--- src/lpm_ram.sv ---
// Generic single-write, single-read synchronous RAM with registered read data.
// Depends on nothing.
`timescale 1ns / 1ps

module lpm_ram #(
	parameter int WIDTH = 8,
	parameter int DEPTH = 16
) (
	input  logic                     clk,
	input  logic                     we,
	input  logic [$clog2(DEPTH)-1:0] waddr,
	input  logic [WIDTH-1:0]         wdata,
	input  logic [$clog2(DEPTH)-1:0] raddr,
	output logic [WIDTH-1:0]         rdata
);

	logic [WIDTH-1:0] mem [DEPTH];

	always_ff @(posedge clk) begin
		if (we) begin
			mem[waddr] <= wdata;
		end
		rdata <= mem[raddr];
	end

endmodule
--- config.mk ---
export PLATFORM = sky130hd
export DESIGN_NAME = lpm_ram
export DESIGN_NICKNAME = d
export VERILOG_FILES = /design/src/lpm_ram.sv
export SDC_FILE = /design/constraint.sdc
export NUM_CORES = 1
export LEC_CHECK = 0
export BUFFER_PORTS_ARGS = -buffer_cell sky130_fd_sc_hd__buf_2
export CAP_MARGIN = 20
export CORE_MARGIN = 4
export CORE_UTILIZATION = 50
export CTS_CLUSTER_SIZE = 12
export DETAILED_ROUTE_END_ITERATION = 6
export PLACE_DENSITY = 0.67
export SYNTH_ARGS = -nofsm -noshare
export SYNTH_HDL_FRONTEND = slang
export SYNTH_SLANG_ARGS = --single-unit
--- constraint.sdc ---
create_clock -name clk -period 1.75 [get_ports clk]
set_input_delay 0.0875 -clock clk [delete_from_list [all_inputs] [get_ports clk]]
set_output_delay 0.0875 -clock clk [all_outputs]
set_load 0.005 [all_outputs]
* Word-level counts from Yosys, hierarchy flattened
Memory sizes are Yosys's and may differ from the RTL's. A register that Yosys moved wholly into a read port is not among the register bits. Index checks and enable logic that the tools add are counted.
Storage, ports and cells: output and inout bits 8, flip-flop bits (word level) 0, memories kept 1, memory bits (writable) 128
Memories:
- mem | depth 16, bits a word 8, rd ports 1, clocked after Yosys merged registers in 1, wr ports 1, line 17 | logic [WIDTH-1:0] mem [DEPTH];
Cells by class: multiplexer cells 2
Operators by type and width (number):
- 1-bit 2-to-1 mux | 2

* Depth between registers and ports, before layout
Gate-level depths: netlist of run 1.
depth after elaboration 2, mapped depth 5, gate-level depth less buffers 3

* Worst setup path before layout of run 1
Ideal clock, no wire load.
kind input port to flip-flop, from input waddr[2], to memory mem[0][0], enable pin, path slack 0.170 ns, stages on the path 2, library setup time 0.383 ns, arrival 1.197 ns, buffers on the path 0, cell sequence or3b_2 -> nor3_1
RTL lines:
- start: declaration | line 11 | input logic [$clog2(DEPTH)-1:0] waddr,
- end: declaration | line 17
Straight into the memory's write port.

==> flow_metrics.py, run 1 <==
metrics = {
    "critical_path": {
        "crit_chain": "mux4_1 > a22oi_1 > nand2_1",
        "critPathKind": "flip-flop to flip-flop",
        "worstSetupStartpointType": "flip-flop",
        "regToRegSetupSlack_ps": 290,
        "cp_max_fo": 1,
        "cp_slowest_cell": "mux4_1",
        "cp_num_buf_inv": 0,
        "critical_path.startpoint": "mem[1][2]$_DFFE_PP_",
        "ff2ff_path_depth": 3,
        "critPathCaptureType": "flip-flop",
        "critical-path-max-stage-delay_ps": 530,
        "crit_required_ps": 2140,
        "cp_top_family": "multiplexers",
        "cp.depth": 3,
        "reg2reg_from": "mem[1][2]$_DFFE_PP_",
        "cp.arrival_ps": 1840,
        "worstReg2RegEnd": "rdata[2]$_DFF_P_",
        "endpoint": "rdata[2]$_DFF_P_",
    },
    "cells_and_area": {
        "drive_gt1_frac": 0.307,
        "final_area_um2": 6210,
        "multi_input_area_um2": 1060,
        "regArea_um2": 4000,
        "synthToLayoutAreaGrowth_pct": 20.7,
        "fillCellCount": 690,
        "diodes": 0,
        "fin_nets": 311,
    },
    "timing": {
        "worst_slew_pin_slew_ps": 362,
        "rsz0062_at_grt": "no",
        "finalHoldViolCount": 0,
        "setup-tns-final_ps": 0,
        "max_freq_mhz": 686,
        "report.final.slew_viol_count": 0,
        "fin_crit_ps": 1460,
        "fin_worst_skew_ps": 13.1,
        "final.period_utilization": 0.833,
        "max-slew-margin-rel": 0.758,
        "finalSetupViolCount": 0,
    },
    "outcome": {
        "status": "finished clean",
    },
    "clock_tree": {
        "cts.sinks": 136,
        "cts_made_buffers": 17,
        "cts_tree": "done",
        "clockBufferDepth": 2,
        "ctsResizeCount": 0,
        "clkLatencyLatePin_ps": 510,
        "path_clk_slew_ps": 60,
        "clockRootBuffer": "clkbuf_8",
        "htree_levels": 4,
    },
    "place": {
        "dp_hpwl_mm": 6.23,
        "io_buffers": 25,
        "gp_congestion": 0.746,
        "post_dp_cell_area_um2": 5560,
    },
    "synthesis": {
        "synthFlopType": "edfxtp_1",
        "postSynthCellCount": 229,
        "yosysSeqAreaShare": 0.778,
        "syn_avg_cell_area_um2": 22.5,
        "synthTopCellsByArea": "edfxtp_1 (75%), mux4_2 (7.9%), mux4_1 (7.1%)",
        "yosysWarnings": 0,
        "synth-seq-cells": 136,
        "ys_top_cells_by_count": "edfxtp_1 (128), mux4_2 (18), a22oi_1 (16), mux4_1 (14), nor2_1 (13)",
        "syn-num-nets": 247,
        "synth_cell_types": 19,
        "yosysMostFrequentCell": "edfxtp_1",
        "yosysTopAreaCell": "edfxtp_1",
        "synth_edf_count": 128,
        "synth_top_area_frac": 0.747,
        "async_flop_share": 0,
        "synth_area_um2": 5150,
    },
    "drt": {
        "drtIter0Drc": 190,
        "post_drt_wl_per_cell_um": 22.5,
        "dr_total_vias": 2469,
        "first_pass_iters": 4,
        "ant_nets": 0,
        "drc": 0,
        "vias_per_cell": 5.62,
        "drt_wl_total_mm": 9.88,
    },
    "die": {
        "dieArea_um2": 12000,
        "start_util": 0.519,
        "die_h_um": 109,
        "fp.dieW_um": 109,
        "core-area_um2": 9910,
        "io_pins": 26,
        "rows": 36,
    },
    "run": {
        "drv_cap": 0,
    },
    "power": {
        "power.switching_mw": 1.47,
        "p_sw_frac": 0.198,
        "power_density_nw_per_um2": 1200,
        "p_leak_nw": 2.13,
        "peakVddDrop_v": 0.000628,
        "p_comb_frac": 0.047,
        "p_seq_frac": 0.494,
        "clkPwrFrac": 0.459,
        "p_int_mw": 5.96,
    },
    "min_path": {
        "hold_class": "input pin to flip-flop",
        "hp-start": "waddr[0]",
    },
    "global_route": {
        "grtUsageTotal": 0.185,
        "grt_max_degree": 18,
        "antenna_found_initial": 0,
        "grt_pass1_vias": 2586,
        "overflow": 0,
        "grt_pass1_wl_mm": 15.3,
    },
}
[cells by family (layout without fill, tap and decap cells)]
family	count (synthesis)	in the layout	share of synthesized area
AOI/OAI and AO/OA	16	16	0.0233
buffers and inverters	10	87	0.0168
DFF	136	136	0.778
muxes	32	32	0.150
and+or+nand+nor	35	35	0.0318
[area by class of cell]
class | count | area share
Clock buffer | 19 | 0.0679
Clock inverter | 13 | 0.0250
Multi-Input combinational cell | 83 | 0.170
Sequential cell | 136 | 0.645
Tap cell | 133 | 0.0268
Timing Repair Buffer | 55 | 0.0657
[metrics by stage]
stage	hold WS (ps)	setup slack, ps	utilization	cells	total power, mW
2_1_floorplan	186	170	-	229	3.91
3_3_place_gp	469	249	0.561	399	4.07
3_5_place_dp	467	212	0.561	399	4.08
4_1_cts	117	321	0.627	439	7.52
5_1_grt	139	294	0.627	439	7.69
6_report	133	292	0.627	439	7.43
[worst min path at each step]
stage,end,cells past startpoint
finish,mem[4][7]$_DFFE_PP_,3
global placement,rdata[6],1
detailed placement,rdata[7],1
CTS,mem[4][7]$_DFFE_PP_,3
floorplan,mem[0][0]$_DFFE_PP_,0
global route,mem[4][7]$_DFFE_PP_,3
[placed cells by master, fill, tap and decap left out]
master and count:
clkinv_4 2, a22oi_1 16, mux4_2 18, clkbuf_16 16
buf_4 19, nand2_1 9, clkinv_1 2, nor3_1 4
buf_2 25, and2_1 1, bufinv_16 3, nor2_1 13
dlygate4sd3_1 8, clkbuf_8 1, nand3_1 1, nand2b_1 2
mux4_1 14, buf_12 3, clkinv_2 2, nand3b_1 2
edfxtp_1 128, clkbuf_1 2, or3b_2 1, and2b_1 1
clkinvlp_4 4, dfxtp_1 8, nor2b_1 1
[worst register-to-register path, stage by stage (launching register included)]
cell and delay, ps:
edfxtp_1 370, mux4_1 530, a22oi_1 340, nand2_1 100
[power by group through the flow]
stage | Clock (mW) | Sequential, mW | Combinational [mW]
final | 3.41 | 3.67 | 0.350
after global routing | 3.64 | 3.67 | 0.381
after CTS | 3.49 | 3.67 | 0.356
after detailed placement | 0 | 3.74 | 0.341
after global placement | 0 | 3.73 | 0.335
after floorplan | 0 | 3.73 | 0.185
[routing by layer]
metal | wire [um] | up-vias | GRT usage
met2 | 5040 | 84 | 0.290
met3 | 559 | 6 | 0.0487
met1 | 4190 | 1275 | 0.253
li1 | - | 1104 | -
met5 | 0 | - | 0
met4 | 87 | 0 | 0.0686
[flip-flops by register name, indices dropped and copies added (netlist names)]
register	flops
mem	128
rdata	8
[what timing repair did]
item                      in CTS  in global routing
hold buffers                   8                  0
hold endpoints to repair     128                  0
buffers inserted               0                  0
No activity file was read; power rests on OpenSTA's default activity.
==> run 2: changes to the inputs <==
--- a/config.mk
+++ b/config.mk
@@ -5,6 +5,7 @@
 export SDC_FILE = /design/constraint.sdc
 export NUM_CORES = 1
 export LEC_CHECK = 0
+export ABC_AREA = 1
 export BUFFER_PORTS_ARGS = -buffer_cell sky130_fd_sc_hd__buf_2
 export CAP_MARGIN = 20
 export CORE_MARGIN = 4
==> constraint.sdc (replaced) <==
create_clock -name clk -period 1.4 [get_ports clk]
set_input_delay 0.07 -clock clk [delete_from_list [all_inputs] [get_ports clk]]
set_output_delay 0.07 -clock clk [all_outputs]
set_load 0.005 [all_outputs]
==> run 2 against run 1 <==
  * Clock power up 20%
  * Utilization decreased by 2.6 points
  * Highest routed layer unchanged
  * Via count rose by 53%
  * Sequential share of layout area fell by 4.3 points
  * Die area up 11%
  * Sequential cell count unchanged
  * Total power rose by 24%
  * Synthesized area is 12% higher
  * Register-to-register slack improved by 20 ps
  * Sequential power up 25%
==> flow_metrics.py, run 2 <==
metrics = {
    "outcome": {
        "status": "finished clean",
    },
    "synthesis": {
        "async_flop_share": 0,
        "syn_avg_cell_area_um2": 10.5,
        "synth_top_area_frac": 0.667,
        "yosysSeqAreaShare": 0.694,
        "synth-seq-cells": 136,
        "synth-xor-area-share": 0,
        "yosysMostFrequentCell": "nand2_1",
        "synthFlopType": "edfxtp_1",
        "synthAdderAreaFrac": 0,
        "yosysTopAreaCell": "edfxtp_1",
        "postSynthCellCount": 551,
        "yosys.area_share.simple": 0.210,
        "synthTopCellsByArea": "edfxtp_1 (67%), nand2_1 (11%), nand3_1 (8.4%)",
        "synth_edf_count": 128,
        "muxShareOfSynthArea": 0,
        "synth_compound_area_frac": 0,
        "synth_cell_types": 12,
        "synth_area_um2": 5770,
        "synth_top_family_by_area": "simple AND/OR/NAND/NOR gates",
        "yosysWarnings": 0,
        "syn-num-nets": 569,
        "ys_top_cells_by_count": "nand2_1 (173), edfxtp_1 (128), inv_1 (100), nand3_1 (97), nor2_1 (17)",
    },
    "timing": {
        "finalSetupViolCount": 0,
        "max-slew-margin-rel": 0.734,
        "max_freq_mhz": 917,
        "setup-tns-final_ps": 0,
        "fin_crit_ps": 1090,
        "fin_worst_skew_ps": 7.67,
        "finalHoldViolCount": 0,
        "report.final.slew_viol_count": 0,
        "final.period_utilization": 0.779,
        "timing.final.ws_setup_ps": 310,
        "rsz0062_at_grt": "no",
        "worst_slew_pin_slew_ps": 399,
    },
    "cells_and_area": {
        "layout_commonest_cell": "nand2_1",
        "synthToLayoutAreaGrowth_pct": 15.4,
        "fillCellCount": 887,
        "top_regs": "mem: 128 flops, rdata: 8 flops",
        "multi_input_area_um2": 1210,
        "final_cell_mix": "nand2_1 (173), edfxtp_1 (128), inv_1 (100)",
        "drive_gt1_frac": 0.125,
        "final_core_util": 0.601,
        "diodes": 0,
        "largest-register": "mem",
        "fin_nets": 612,
        "largest_register_ffs": 128,
        "final_cells": 747,
        "regArea_um2": 4000,
    },
    "die": {
        "core-area_um2": 11100,
        "io_pins": 26,
        "dieArea_um2": 13300,
        "die_h_um": 115,
        "rows": 38,
        "start_util": 0.521,
        "fp.dieW_um": 115,
    },
    "place": {
        "place_ws_ps": 209,
        "dp_hpwl_mm": 7.40,
        "io_buffers": 25,
        "dp.cells": 715,
        "gp_congestion": 0.880,
    },
    "drt": {
        "drtIter0Drc": 427,
        "vias_per_cell": 5.05,
        "dr_total_vias": 3774,
        "drt_wl_total_mm": 12.3,
        "post_drt_wl_per_cell_um": 16.5,
        "first_pass_iters": 5,
        "drc": 0,
        "ant_nets": 0,
    },
    "global_route": {
        "grtUsageTotal": 0.204,
        "antenna_found_initial": 0,
        "grt_pass1_wl_mm": 19.7,
        "overflow": 0,
        "grt_pass1_vias": 3664,
        "grt_max_degree": 65,
    },
    "power": {
        "peakVddDrop_v": 0.00113,
        "power_density_nw_per_um2": 1390,
        "p_leak_nw": 2.92,
        "power_mw": 9.24,
    },
    "critical_path": {
        "worstSetupStartpointType": "flip-flop",
        "ff2ff_path_depth": 6,
        "endpoint": "rdata[5]$_DFF_P_",
        "critPathKind": "flip-flop to flip-flop",
        "reg2reg_from": "mem[7][5]$_DFFE_PP_",
        "regToRegSetupSlack_ps": 310,
        "worstReg2RegEnd": "rdata[5]$_DFF_P_",
        "cp.arrival_ps": 1390,
        "critical_path.startpoint": "mem[7][5]$_DFFE_PP_",
        "critPathCaptureType": "flip-flop",
        "cp_max_fo": 1,
        "crit_required_ps": 1700,
    },
    "min_path": {
        "hold_class": "input pin to flip-flop",
    },
    "clock_tree": {
        "cts.sinks": 136,
        "clockBufferDepth": 2,
        "path_clk_slew_ps": 50,
        "cts_tree": "done",
        "cts_made_buffers": 17,
        "cts_setup_buffers": 0,
        "clockRootBuffer": "clkbuf_16",
        "clkLatencyLatePin_ps": 410,
        "ctsResizeCount": 0,
        "htree_levels": 4,
        "hold_buffers": 0,
    },
    "run": {
        "drv_cap": 0,
    },
}
run 2: worst min path at each step:
stage	slack, ps	to	start	cells after the start
after floorplan	170	mem[0][0]$_DFFE_PP_	wdata[0]	0
after global placement	440	rdata[5]$_DFF_P_	raddr[3]	3
after detailed placement	450	rdata[5]	rdata[5]$_DFF_P_	1
after CTS	8	rdata[1]$_DFF_P_	raddr[3]	3
after global routing	30	rdata[1]$_DFF_P_	raddr[3]	3
final	20	rdata[1]$_DFF_P_	raddr[3]	3
run 2: cells by family (layout without fill, tap and decap cells):
family	after synthesis	count (layout)
flops	136	136
simple gates	289	289
buf+inv	126	182
run 2: report_power, final:
| group | internal (mW) | switching [mW] |
|---|---|---|
| Clock | 2.58 | 1.53 |
| Combinational | 0.173 | 0.385 |
| Sequential | 4.55 | 0.0246 |
| Total | 7.30 | 1.94 |
run 2: area by class of cell:
class	count	share of cell area
multi-input cells	289	0.182
flip-flops and latches	136	0.602
clock buffers	20	0.0656
inverters	102	0.0575
clock inverters	12	0.0164
repair buffers	48	0.0504
well taps	140	0.0263
run 2: worst max-delay path, stage by stage, from the launching register on:
cell and delay [ps]:
edfxtp_1 380, inv_1 70, nand2_1 40, nand3_1 100
nand3_1 130, nand3_1 180, nand2_1 80
run 2: metal layers:
metal / share of wire / track usage
met5: 0 / 0
met4: 0.022 / 0.0806
met3: 0.070 / 0.0679
met2: 0.47 / 0.311
met1: 0.44 / 0.272
run 2: through the flow:
step,hold WS [ps],area (um2)
CTS,7.54,6660
global placement,442,6110
detailed placement,450,6110
finish,21.7,6660
floorplan,169,5770
global route,28.9,6660
==> run 3: changes to the inputs <==
--- a/config.mk
+++ b/config.mk
@@ -12,7 +12,7 @@
 export CORE_UTILIZATION = 50
 export CTS_CLUSTER_SIZE = 12
 export DETAILED_ROUTE_END_ITERATION = 6
-export PLACE_DENSITY = 0.67
+export PLACE_DENSITY = 0.7
 export SYNTH_ARGS = -nofsm -noshare
 export SYNTH_HDL_FRONTEND = slang
 export SYNTH_SLANG_ARGS = --single-unit
==> constraint.sdc (replaced) <==
create_clock -name clk -period 0.9 [get_ports clk]
set_input_delay 0.045 -clock clk [delete_from_list [all_inputs] [get_ports clk]]
set_output_delay 0.045 -clock clk [all_outputs]
set_load 0.005 [all_outputs]
==> run 3 against run 2 <==
  * The run now ends with setup timing left
  * Register-to-register slack got worse by 350 ps
  * Worst hold slack better by 27 ps
  * Die area is the same
  * Routed wire length grew 3.1%
  * Critical path depth stayed put
  * Sequential cell count is the same
  * Clock power grew 66%
  * Non-clock buffer count increased by 16
  * Critical endpoint is now rdata[4]$_DFF_P_
  * Largest power group unchanged
==> flow_metrics.py, run 3 (same netlist as run 2, synthesis figures left out) <==
metrics = {
    "die": {
        "io_pins": 26,
        "dieArea_um2": 13300,
        "fp.dieW_um": 115,
        "start_util": 0.521,
        "rows": 38,
        "die_h_um": 115,
        "core-area_um2": 11100,
    },
    "drt": {
        "vias_per_cell": 5.21,
        "drc": 0,
        "post_drt_wl_per_cell_um": 16.7,
        "drt_wl_total_mm": 12.7,
        "ant_nets": 0,
        "first_pass_iters": 5,
        "dr_total_vias": 3974,
        "drtIter0Drc": 337,
    },
    "cells_and_area": {
        "largest-register": "mem",
        "top_regs": "mem: 128 flops, rdata: 8 flops",
        "synthToLayoutAreaGrowth_pct": 24.4,
        "largest_register_ffs": 128,
        "fin_nets": 628,
        "layout_commonest_cell": "nand2_1",
        "final_area_um2": 7170,
        "fillCellCount": 795,
        "drive_gt1_frac": 0.265,
        "final_cell_mix": "nand2_1 (164), edfxtp_1 (128), inv_1 (97)",
        "diodes": 0,
    },
    "timing": {
        "finalSetupViolCount": 5,
        "report.final.slew_viol_count": 0,
        "rsz0062_at_grt": "yes",
        "fin_worst_skew_ps": 8.83,
        "timing.final.ws_setup_ps": -41.1,
        "final.period_utilization": 1.05,
        "fin_crit_ps": 941,
        "max_freq_mhz": 1060,
        "max-slew-margin-rel": 0.717,
        "finalHoldViolCount": 0,
        "worst_slew_pin_slew_ps": 425,
    },
    "run": {
        "drv_cap": 0,
    },
    "clock_tree": {
        "cts.sinks": 136,
        "clockBufferDepth": 2,
        "clkLatencyLatePin_ps": 410,
        "clockRootBuffer": "clkbuf_16",
        "cts_made_buffers": 17,
        "path_clk_slew_ps": 60,
        "cts_setup_buffers": 0,
        "cts_tree": "done",
        "htree_levels": 4,
    },
    "critical_path": {
        "cp.arrival_ps": 1230,
        "ff2ff_path_depth": 6,
        "critPathCaptureType": "flip-flop",
        "cp_max_fo": 1,
        "reg2reg_from": "mem[13][4]$_DFFE_PP_",
        "critPathKind": "flip-flop to flip-flop",
        "worstSetupStartpointType": "flip-flop",
        "regToRegSetupSlack_ps": -40,
        "worstReg2RegEnd": "rdata[4]$_DFF_P_",
        "crit_required_ps": 1190,
    },
    "place": {
        "io_buffers": 25,
        "post_dp_cell_area_um2": 6280,
        "gp_congestion": 0.814,
        "dp_hpwl_mm": 8.12,
    },
    "global_route": {
        "overflow": 0,
        "antenna_found_initial": 0,
        "grt_pass1_vias": 4035,
        "grt_max_degree": 29,
        "grt_pass1_wl_mm": 20.1,
        "grtUsageTotal": 0.205,
    },
    "power": {
        "peakVddDrop_v": 0.00139,
        "power_density_nw_per_um2": 2090,
        "power_mw": 15.0,
        "p_leak_nw": 3.13,
    },
    "min_path": {
        "min_to": "mem[9][4]$_DFFE_PP_",
        "hp-start": "wdata[4]",
        "holdPathStages": 1,
        "hold_class": "input pin to flip-flop",
    },
    "outcome": {
        "status": "finished with violations",
        "violations": "setup timing",
    },
}
==> run 3: final cells by class <==
class                           count  area [um2]  area share
Timing Repair Buffer               64         508      0.0708
Sequential cell                   136        4010       0.559
Clock buffer                       24         462      0.0644
Multi-Input combinational cell    289        1520       0.211
Tap cell                          140         175      0.0244
Clock inverter                      8         121      0.0169
Inverter                          102         383      0.0534
==> run 3: layer usage <==
metal | track usage | wire length (um) | vias to the layer above | share of wire
met2 | 0.352 | 6550 | 134 | 0.52
met4 | 0.0743 | 283 | 0 | 0.022
met1 | 0.254 | 5130 | 1923 | 0.40
met3 | 0.0489 | 753 | 22 | 0.059
li1 | - | - | 1895 | -
met5 | 0 | 0 | - | 0
==> run 3: worst max-delay path by stage <==
stage / from / end / slack [ps] / depth (start not counted)
after floorplan: waddr[2] / mem[10][0]$_DFFE_PP_ / -100 / 2
after global placement: waddr[2] / mem[10][1]$_DFFE_PP_ / -190 / 4
after detailed placement: waddr[2] / mem[10][5]$_DFFE_PP_ / -200 / 4
after CTS: mem[11][2]$_DFFE_PP_ / rdata[2]$_DFF_P_ / -30 / 6
after global routing: mem[11][3]$_DFFE_PP_ / rdata[3]$_DFF_P_ / -90 / 6
final: mem[13][4]$_DFFE_PP_ / rdata[4]$_DFF_P_ / -40 / 6
==> run 3: worst max-delay path: stages, from the launching register on <==
cell	delay, ps
edfxtp_1	390
inv_2	70
nand2_1	60
nand3_1	90
nand3_1	80
nand3_1	80
nand2_1	60
==> run 3: report_power, final <==
| part | switching, mW | total (mW) | internal (mW) | leakage, nW |
|---|---|---|---|---|
| Combinational | 0.680 | 1.05 | 0.369 | 1.63 |
| Sequential | 0.0420 | 7.13 | 7.09 | 1.22 |
| Clock | 2.37 | 6.79 | 4.42 | 0.282 |
| Total | 3.09 | 15.0 | 11.9 | 3.13 |
==> run 3: timing repair <==
action                     4_1_cts  5_1_grt
hold endpoints to repair         1        0
setup endpoints to repair        8       12
cloned                           0        0
pin swaps                       32       29
hold buffers                     1        0
gates resized for setup         21       49
==> run 3: stage by stage <==
step	util	TNS, ps	setup WS, ps	hold slack, ps	std cells
after detailed placement	0.567	-20030	-197	386	730
after global placement	0.567	-17720	-194	406	730
after CTS	0.630	-107	-26.1	39.6	763
after floorplan	-	-7640	-95.8	144	551
final	0.648	-98.3	-41.1	48.6	763
after global routing	0.648	-621	-89.5	43.4	763
